### config.mk
export PLATFORM = sky130hd
export DESIGN_NAME = domain_name_ldh_normalizer
export DESIGN_NICKNAME = d
export VERILOG_FILES = /design/src/rtl/ldhn_pkg.sv /design/src/rtl/ldhn_check.sv /design/src/rtl/domain_name_ldh_normalizer.sv
export SDC_FILE = /design/constraint.sdc
export NUM_CORES = 1
export LEC_CHECK = 0
export BUFFER_PORTS_ARGS = -buffer_cell sky130_fd_sc_hd__buf_2
export CAP_MARGIN = 20
export CORE_MARGIN = 2
export CORE_UTILIZATION = 57
export DETAILED_ROUTE_END_ITERATION = 10
export GPL_TIMING_DRIVEN = 1
export PLACE_DENSITY = 0.78
export SYNTH_ARGS = -nofsm -noshare
export SYNTH_HDL_FRONTEND = slang
export SYNTH_HIERARCHICAL = 1
export SYNTH_SLANG_ARGS = --single-unit
### constraint.sdc
create_clock -name i_clk -period 4.1 [get_ports i_clk]
set_clock_uncertainty 0.05 [all_clocks]
set_input_delay 0.41 -clock i_clk [delete_from_list [all_inputs] [get_ports i_clk]]
set_output_delay 0.41 -clock i_clk [all_outputs]
set_load 0.01 [all_outputs]
### src/rtl/ldhn_pkg.sv
// ----------------------------------------------------------------------------
// ldhn_pkg: shared types and constants of the domain name normalizer
// Character codes, counter limits, register indexes and the per-name
// checker state carried between the checker and the top level.
// ----------------------------------------------------------------------------
package ldhn_pkg;

    localparam int unsigned LABEL_CNT_W = 7;
    localparam int unsigned NAME_CNT_W  = 9;

    localparam logic [LABEL_CNT_W-1:0] LABEL_SAT = '1;
    localparam logic [NAME_CNT_W-1:0]  NAME_SAT  = '1;

    localparam logic [7:0] ASCII_TOP = 8'h7f;
    localparam logic [7:0] CH_HYPHEN = 8'h2d;
    localparam logic [7:0] CH_DOT    = 8'h2e;
    localparam logic [7:0] CH_UP_A   = 8'h41;
    localparam logic [7:0] CH_UP_Z   = 8'h5a;
    localparam logic [7:0] CH_LO_A   = 8'h61;
    localparam logic [7:0] CH_LO_Z   = 8'h7a;
    localparam logic [7:0] CH_ZERO   = 8'h30;
    localparam logic [7:0] CH_NINE   = 8'h39;
    localparam logic [7:0] CASE_DIFF = 8'h20;

    localparam logic [7:0] MAX_NAME_RST  = 8'd253;
    localparam logic [5:0] MAX_LABEL_RST = 6'd63;

    typedef enum logic {
        REG_MAX_NAME  = 1'b0,
        REG_MAX_LABEL = 1'b1
    } t_reg_idx;

    typedef enum logic [1:0] {
        VERDICT_VALID    = 2'd0,
        VERDICT_INVALID  = 2'd1,
        VERDICT_NONASCII = 2'd2
    } t_verdict;

    typedef struct packed {
        logic [LABEL_CNT_W-1:0] label_count;
        logic [NAME_CNT_W-1:0]  name_count;
        logic                   prev_was_hyphen;
        logic                   invalid_seen;
        logic                   nonascii_seen;
    } t_chk_state;

    localparam t_chk_state CHK_STATE_CLR = '{default: '0};

    typedef struct packed {
        logic [7:0] out_byte;
        logic       kept;
        logic       final_res;
        t_verdict   verdict;
    } t_chk_result;

endpackage

### src/rtl/ldhn_check.sv
// ----------------------------------------------------------------------------
// ldhn_check: per-byte rule check and lower-case mapping
// Combinational update of the per-name checker state for one byte, and the
// result item that the byte produces.
// ----------------------------------------------------------------------------
module ldhn_check (
    input  logic [7:0]           i_byte,
    input  logic                 i_last,
    input  logic [7:0]           i_max_name,
    input  logic [5:0]           i_max_label,
    input  ldhn_pkg::t_chk_state i_state,
    output ldhn_pkg::t_chk_state o_state,
    output ldhn_pkg::t_chk_result o_result
);

    logic [7:0]                       lower;
    logic                             is_dot;
    logic                             is_hyphen;
    logic                             is_ldh;
    logic                             drop_dot;
    logic [ldhn_pkg::LABEL_CNT_W-1:0] label_inc;
    logic [ldhn_pkg::NAME_CNT_W-1:0]  name_inc;
    logic                             label_empty;
    ldhn_pkg::t_chk_state             upd;

    always_comb begin
        if (i_byte >= ldhn_pkg::CH_UP_A && i_byte <= ldhn_pkg::CH_UP_Z) begin
            lower = i_byte + ldhn_pkg::CASE_DIFF;
        end else begin
            lower = i_byte;
        end
    end

    assign is_dot    = (i_byte == ldhn_pkg::CH_DOT);
    assign is_hyphen = (lower == ldhn_pkg::CH_HYPHEN);
    assign is_ldh    = (lower >= ldhn_pkg::CH_LO_A && lower <= ldhn_pkg::CH_LO_Z)
                     || (lower >= ldhn_pkg::CH_ZERO && lower <= ldhn_pkg::CH_NINE)
                     || is_hyphen;
    assign drop_dot  = is_dot && i_last;

    assign label_inc = (i_state.label_count == ldhn_pkg::LABEL_SAT)
                     ? i_state.label_count
                     : i_state.label_count + 1'b1;
    assign name_inc  = (i_state.name_count == ldhn_pkg::NAME_SAT)
                     ? i_state.name_count
                     : i_state.name_count + 1'b1;
    assign label_empty = (i_state.label_count == '0);

    always_comb begin
        upd = i_state;
        if (drop_dot) begin
            if (label_empty || i_state.prev_was_hyphen) begin
                upd.invalid_seen = 1'b1;
            end
        end else begin
            upd.name_count = name_inc;
            if (name_inc > {1'b0, i_max_name}) begin
                upd.invalid_seen = 1'b1;
            end
            if (i_byte > ldhn_pkg::ASCII_TOP) begin
                upd.nonascii_seen = 1'b1;
            end
            if (is_dot) begin
                if (label_empty || i_state.prev_was_hyphen) begin
                    upd.invalid_seen = 1'b1;
                end
                upd.label_count     = '0;
                upd.prev_was_hyphen = 1'b0;
            end else begin
                if (!is_ldh || (is_hyphen && label_empty)) begin
                    upd.invalid_seen = 1'b1;
                end
                if (label_inc > {1'b0, i_max_label}) begin
                    upd.invalid_seen = 1'b1;
                end
                // The label count is never zero after a label byte, so only a
                // closing hyphen breaks the rule on the last byte.
                if (i_last && is_hyphen) begin
                    upd.invalid_seen = 1'b1;
                end
                upd.label_count     = label_inc;
                upd.prev_was_hyphen = is_hyphen;
            end
        end
    end

    always_comb begin
        o_result.out_byte  = lower;
        o_result.kept      = !drop_dot;
        o_result.final_res = i_last;
        if (upd.nonascii_seen) begin
            o_result.verdict = ldhn_pkg::VERDICT_NONASCII;
        end else if (upd.invalid_seen) begin
            o_result.verdict = ldhn_pkg::VERDICT_INVALID;
        end else begin
            o_result.verdict = ldhn_pkg::VERDICT_VALID;
        end
        o_state = i_last ? ldhn_pkg::CHK_STATE_CLR : upd;
    end

endmodule

### src/rtl/domain_name_ldh_normalizer.sv
// ----------------------------------------------------------------------------
// domain_name_ldh_normalizer: streaming domain name check and lower-casing
// The block takes a domain name one byte per item, tlast on its final byte,
// and returns one item per byte, registered first in an input register and
// then in a result register: the byte with A-Z mapped to a-z, a kept flag
// that is low only for a dropped trailing dot, and a sticky verdict (valid,
// invalid, non-ASCII) that is final on the item with tlast. One byte is
// taken every cycle while the output side accepts; the rate is set by the
// single pass through an input register and a result register, with the
// per-name counters updated in that same cycle. Writes to the length
// limits are taken at any time and should be made between names.
// ----------------------------------------------------------------------------
module domain_name_ldh_normalizer (
    input  logic        i_clk,
    input  logic        i_rst_n,
    input  logic        i_cfg_valid,
    output logic        o_cfg_ready,
    input  logic        i_cfg_index,
    input  logic [7:0]  i_cfg_data,
    input  logic        s_axis_tvalid,
    output logic        s_axis_tready,
    input  logic [7:0]  s_axis_tdata,   // [7:0] in_byte
    input  logic        s_axis_tlast,   // is_last
    output logic        m_axis_tvalid,
    input  logic        m_axis_tready,
    output logic [15:0] m_axis_tdata,   // [7:0] out_byte, [9:8] verdict, rest zero
    output logic        m_axis_tuser,   // kept
    output logic        m_axis_tlast    // final_res
);

    logic                  r_max_name;
    logic [7:0]            r_max_name_len;
    logic [5:0]            r_max_label_len;
    logic                  r_in_valid;
    logic [7:0]            r_in_byte;
    logic                  r_in_last;
    logic                  r_out_valid;
    ldhn_pkg::t_chk_result r_out;
    ldhn_pkg::t_chk_state  r_state;
    ldhn_pkg::t_chk_state  n_state;
    ldhn_pkg::t_chk_result n_out;
    logic                  advance;

    assign o_cfg_ready = 1'b1;

    always_ff @(posedge i_clk) begin
        if (!i_rst_n) begin
            r_max_name_len  <= ldhn_pkg::MAX_NAME_RST;
            r_max_label_len <= ldhn_pkg::MAX_LABEL_RST;
        end else if (i_cfg_valid) begin
            case (ldhn_pkg::t_reg_idx'(i_cfg_index))
                ldhn_pkg::REG_MAX_NAME:  r_max_name_len  <= i_cfg_data;
                ldhn_pkg::REG_MAX_LABEL: r_max_label_len <= i_cfg_data[5:0];
                default:                 r_max_name_len  <= r_max_name_len;
            endcase
        end
    end

    // Last accepted configuration targeted the name limit; kept for debug.
    always_ff @(posedge i_clk) begin
        if (!i_rst_n) begin
            r_max_name <= 1'b0;
        end else if (i_cfg_valid) begin
            r_max_name <= (i_cfg_index == ldhn_pkg::REG_MAX_NAME);
        end
    end

    assign advance       = !r_out_valid || m_axis_tready;
    assign s_axis_tready = !r_in_valid || advance;

    always_ff @(posedge i_clk) begin
        if (!i_rst_n) begin
            r_in_valid <= 1'b0;
        end else if (s_axis_tready) begin
            r_in_valid <= s_axis_tvalid;
        end
    end

    always_ff @(posedge i_clk) begin
        if (s_axis_tready && s_axis_tvalid) begin
            r_in_byte <= s_axis_tdata;
            r_in_last <= s_axis_tlast;
        end
    end

    ldhn_check u_check (
        .i_byte      (r_in_byte),
        .i_last      (r_in_last),
        .i_max_name  (r_max_name_len),
        .i_max_label (r_max_label_len),
        .i_state     (r_state),
        .o_state     (n_state),
        .o_result    (n_out)
    );

    always_ff @(posedge i_clk) begin
        if (!i_rst_n) begin
            r_out_valid <= 1'b0;
            r_state     <= ldhn_pkg::CHK_STATE_CLR;
        end else if (advance) begin
            r_out_valid <= r_in_valid;
            if (r_in_valid) begin
                r_state <= n_state;
            end
        end
    end

    always_ff @(posedge i_clk) begin
        if (advance && r_in_valid) begin
            r_out <= n_out;
        end
    end

    assign m_axis_tvalid = r_out_valid;
    assign m_axis_tdata  = {6'd0, r_out.verdict, r_out.out_byte};
    assign m_axis_tuser  = r_out.kept;
    assign m_axis_tlast  = r_out.final_res;

    a_cfg_target: assert property (@(posedge i_clk) disable iff (!i_rst_n)
        $past(i_cfg_valid) |-> (r_max_name == ($past(i_cfg_index) == ldhn_pkg::REG_MAX_NAME)))
        else $error("configuration target flag out of step");

    a_drop_is_last_dot: assert property (@(posedge i_clk) disable iff (!i_rst_n)
        (m_axis_tvalid && !m_axis_tuser)
            |-> (m_axis_tlast && m_axis_tdata[7:0] == ldhn_pkg::CH_DOT))
        else $error("dropped byte is not a final dot");

    a_verdict_code: assert property (@(posedge i_clk) disable iff (!i_rst_n)
        m_axis_tvalid |-> (m_axis_tdata[9:8] != 2'd3))
        else $error("verdict code out of range");

    a_state_clear: assert property (@(posedge i_clk) disable iff (!i_rst_n)
        (advance && r_in_valid && r_in_last) |=> (r_state == ldhn_pkg::CHK_STATE_CLR))
        else $error("checker state not cleared after final byte");

endmodule

==> results by group <==
Yosys
  – Syn_area_per_cell: 9.12 sq um
  – Yosys top cell area share: 22.3%
  – Post-synth EDFFs: 21
  – Yosys top cell by area: dfxtp_1
  – Synth cell types: 52
  – Async SR Flop Fraction: 0%
  – Sequential area share after synthesis: 42.3%
  – Synthesized flop and latch total: 56
  – Ys Warns: 6
  – Mapped Cells: 345
  – Ys flop type: dfxtp_1
  – Top area cells in the synthesized netlist: dfxtp_1 22%, edfxtp_1 20%, nand2_1 9.4%, ha_1 7.2%, mux2i_1 6.0%
  – Cell Area, Synth: 0.00315 sq mm

Die
  – Initial core utilization: 58.2%
  – Height of the die: 78.3 microns
  – Core area: 0.00541 sq mm
  – Die W: 78.3 microns
  – Top Ports: 44
  – Row Count: 27
  – Die ar.: 0.00613 sq mm

Power
  – Clock share of power: 32.4%
  – VDD IR-drop max: 0.170 mV
  – P_int: 0.829 mW
  – Sw Ratio: 23.3%
  – PwrDens: 321 mW/mm^2
  – Comb pwr share: 10.3%
  – Static Leak: 1.48 nW
  – Power share of the sequential group: 57.3%
  – Final Power: 1.08 mW
  – Switch Pwr: 0.253 mW

Critical path
  – Kind of critical path: flop to flop
  – Crit. End Element: flop
  – Startpoint types: flop
  – CP Data Required Time: 4.21 ns
  – Crit-path max FO: 9
  – Arrival time worst endpoint: 3.43 ns

Run
  – Max-Cap Viols: 0

Cells and area
  – Storage cell area: 0.00133 sq mm
  – Final net count: 408
  – Multi-input gate area: 0.00160 sq mm
  – Util after Layout: 62.3%
  – Fillers: 494
  – Area grow syn2layout: 7.04%
  – N_diodes: 0
  – Design area: 0.00337 sq mm
  – Share of cells above drive strength 1: 14.1%

Run status
  – Status: completed

Clock tree
  – Clock root cell: clkbuf_8
  – Setup bufs post-CTS: 0
  – H-tree Lvls: 2
  – Clk buf depth: 2
  – Cts hold-fix bufs: 0
  – Post-cts sizing count: 0
  – CTS clk-pin slew, worst paths: 0.09 ns
  – TritonCTS Sinks: 56
  – CTS tree: yes
  – Clk Latency, worst-skew pair: 0.30 ns
  – Number of buffers created by CTS: 5

Min path
  – Worst Hold Class: input pin to flop

Routing
  – Post-DRT Antenna Nets: 0
  – Final WL: 5770 microns
  – Vias per inst: 5.42
  – DR pass1 iterations: 4
  – Vias: 2383
  – DRC errors left: 0
  – Avg WL per Cell: 13.1 microns
  – Initial detailed-routing violation count: 119

Timing
  – Slack of the critical path: 0.786 ns
  – Unrepaired setup endpoints after global routing: false
  – Final max-slew violation count: 0
  – Tcrit/Tclk final: 80.8%
  – Final min period: 3.31 ns
  – Final setup fails: 0
  – Slew @ Worst Pin: 1.02 ns
  – Worst slew margin: 31.7%
  – Fin. Hold Viols: 0
  – Fmax: 302 MHz
  – Final setup TNS: 0 ns

Global route
  – Vias in the first global route: 2148
  – Initial antenna violation count: 0
  – Congestion Overflow GR: 0
  – First-pass GRT wire length: 9650 microns
  – Largest net degree at the start of global routing: 55
  – Gr usage total: 19.8%

Placement
  – Post-DP Area: 0.00326 sq mm
  – Hpwl dp: 4220 microns
  – RePlAce Congestion: 0.824
  – Buffers on Ports: 36
  – Dpl ws: 0.853 ns
## through the flow
| step | hold WS [ns] | std cells |
|---|---|---|
| final | 0.226 | 440 |
| after global placement | 0.392 | 432 |
| after CTS | 0.213 | 440 |
| after global routing | 0.207 | 440 |
| after floorplan | 0.385 | 350 |
| after detailed placement | 0.405 | 432 |
## power groups by stage
stage | combinational, mW | clock [mW] | sequential [mW]
after CTS | 0.112 | 0.360 | 0.620
after global routing | 0.127 | 0.383 | 0.624
after detailed placement | 0.111 | 0 | 0.633
final | 0.111 | 0.350 | 0.620
after global placement | 0.109 | 0 | 0.632
after floorplan | 0.0908 | 0 | 0.630
## kinds of logic after synthesis
family | after synthesis | share of synthesized area, %
and+or+nand+nor | 161 | 25.3
muxes | 20 | 6.40
DFF | 56 | 42.3
xor gates and xnor gates | 9 | 2.51
buffers and inverters | 43 | 7.59
adders and majority gates | 18 | 7.16
AOI/OAI and AO/OA | 36 | 8.47
other | 2 | 0.239
## cells in the mapped netlist, types with 3 or more instances
library cell	number
nand4_1	7
nor2_1	15
o21bai_1	3
ha_1	18
nor2b_1	12
and2_1	5
nand2b_1	4
edfxtp_1	21
inv_1	17
a31oi_1	3
xor2_1	3
o31ai_1	3
a21oi_1	8
a211oi_1	3
mux2i_1	19
xnor2_1	6
dfxtp_1	35
nand2_1	79
and3_1	3
buf_4	14
buf_2	8
nand3_1	17
## cells in the final DEF (no fill, tap or decap), types with 3 or more instances in the layout
master	count
clkbuf_8	5
xor2_1	3
ha_1	18
edfxtp_1	21
a21oi_1	8
nand4_1	7
nand2_1	79
inv_1	17
nand3_1	17
and3_1	3
nand2b_1	4
a211oi_1	3
dfxtp_1	35
nor2_1	15
and2_1	5
nor2b_1	12
xnor2_1	6
a31oi_1	3
buf_2	36
o31ai_1	3
mux2i_1	19
conb_1	7
o21bai_1	3
## cell type report
cell class / instances / share of cell area (%)
Clock buffer: 6 / 2.15
Tap cell: 72 / 2.67
Timing Repair Buffer: 36 / 5.35
Multi-Input combinational cell: 251 / 47.4
Clock inverter: 2 / 1.04
Sequential cell: 56 / 39.5
Inverter: 17 / 1.89
## final timing paths
kind / start / end / slack, ns / cells after the start
setup / recovery: r_state[3] / r_state[1] / 0.79 / 13
hold / removal: s_axis_tdata[6] / r_in_byte[6] / 0.23 / 1
setup reg to reg: r_state[3] / r_state[1] / 0.79 / 13
hold reg to reg: r_max_name_len[7] / r_max_name_len[7] / 0.42 / 2
## worst max-delay path, stage by stage (launching register included)
cell	delay, ns
dfxtp_1	0.40
ha_1	0.21
nand3_1	0.10
or3_1	0.47
nor3b_1	0.21
xor2_1	0.22
ha_1	0.29
o211a_1	0.23
a211oi_1	0.22
a211oi_1	0.08
nor4_2	0.42
o22ai_1	0.13
nand2_1	0.08
mux2i_1	0.08
## per-layer routing
metal / global-route usage (%) / routed length, microns
met4: 8.42 / 147
met2: 33.0 / 2730
met3: 3.22 / 266
met1: 25.5 / 2630
met5: 0 / 0
## flip-flops by register name (all words and copies together) (netlist names), 6 cells and up
| signal | count |
|---|---|
| m_axis_tdata | 10 |
| r_in_byte | 8 |
| r_max_label_len | 6 |
| r_max_name_len | 8 |
| r_state | 19 |
Power figures use the tool's default switching activity.
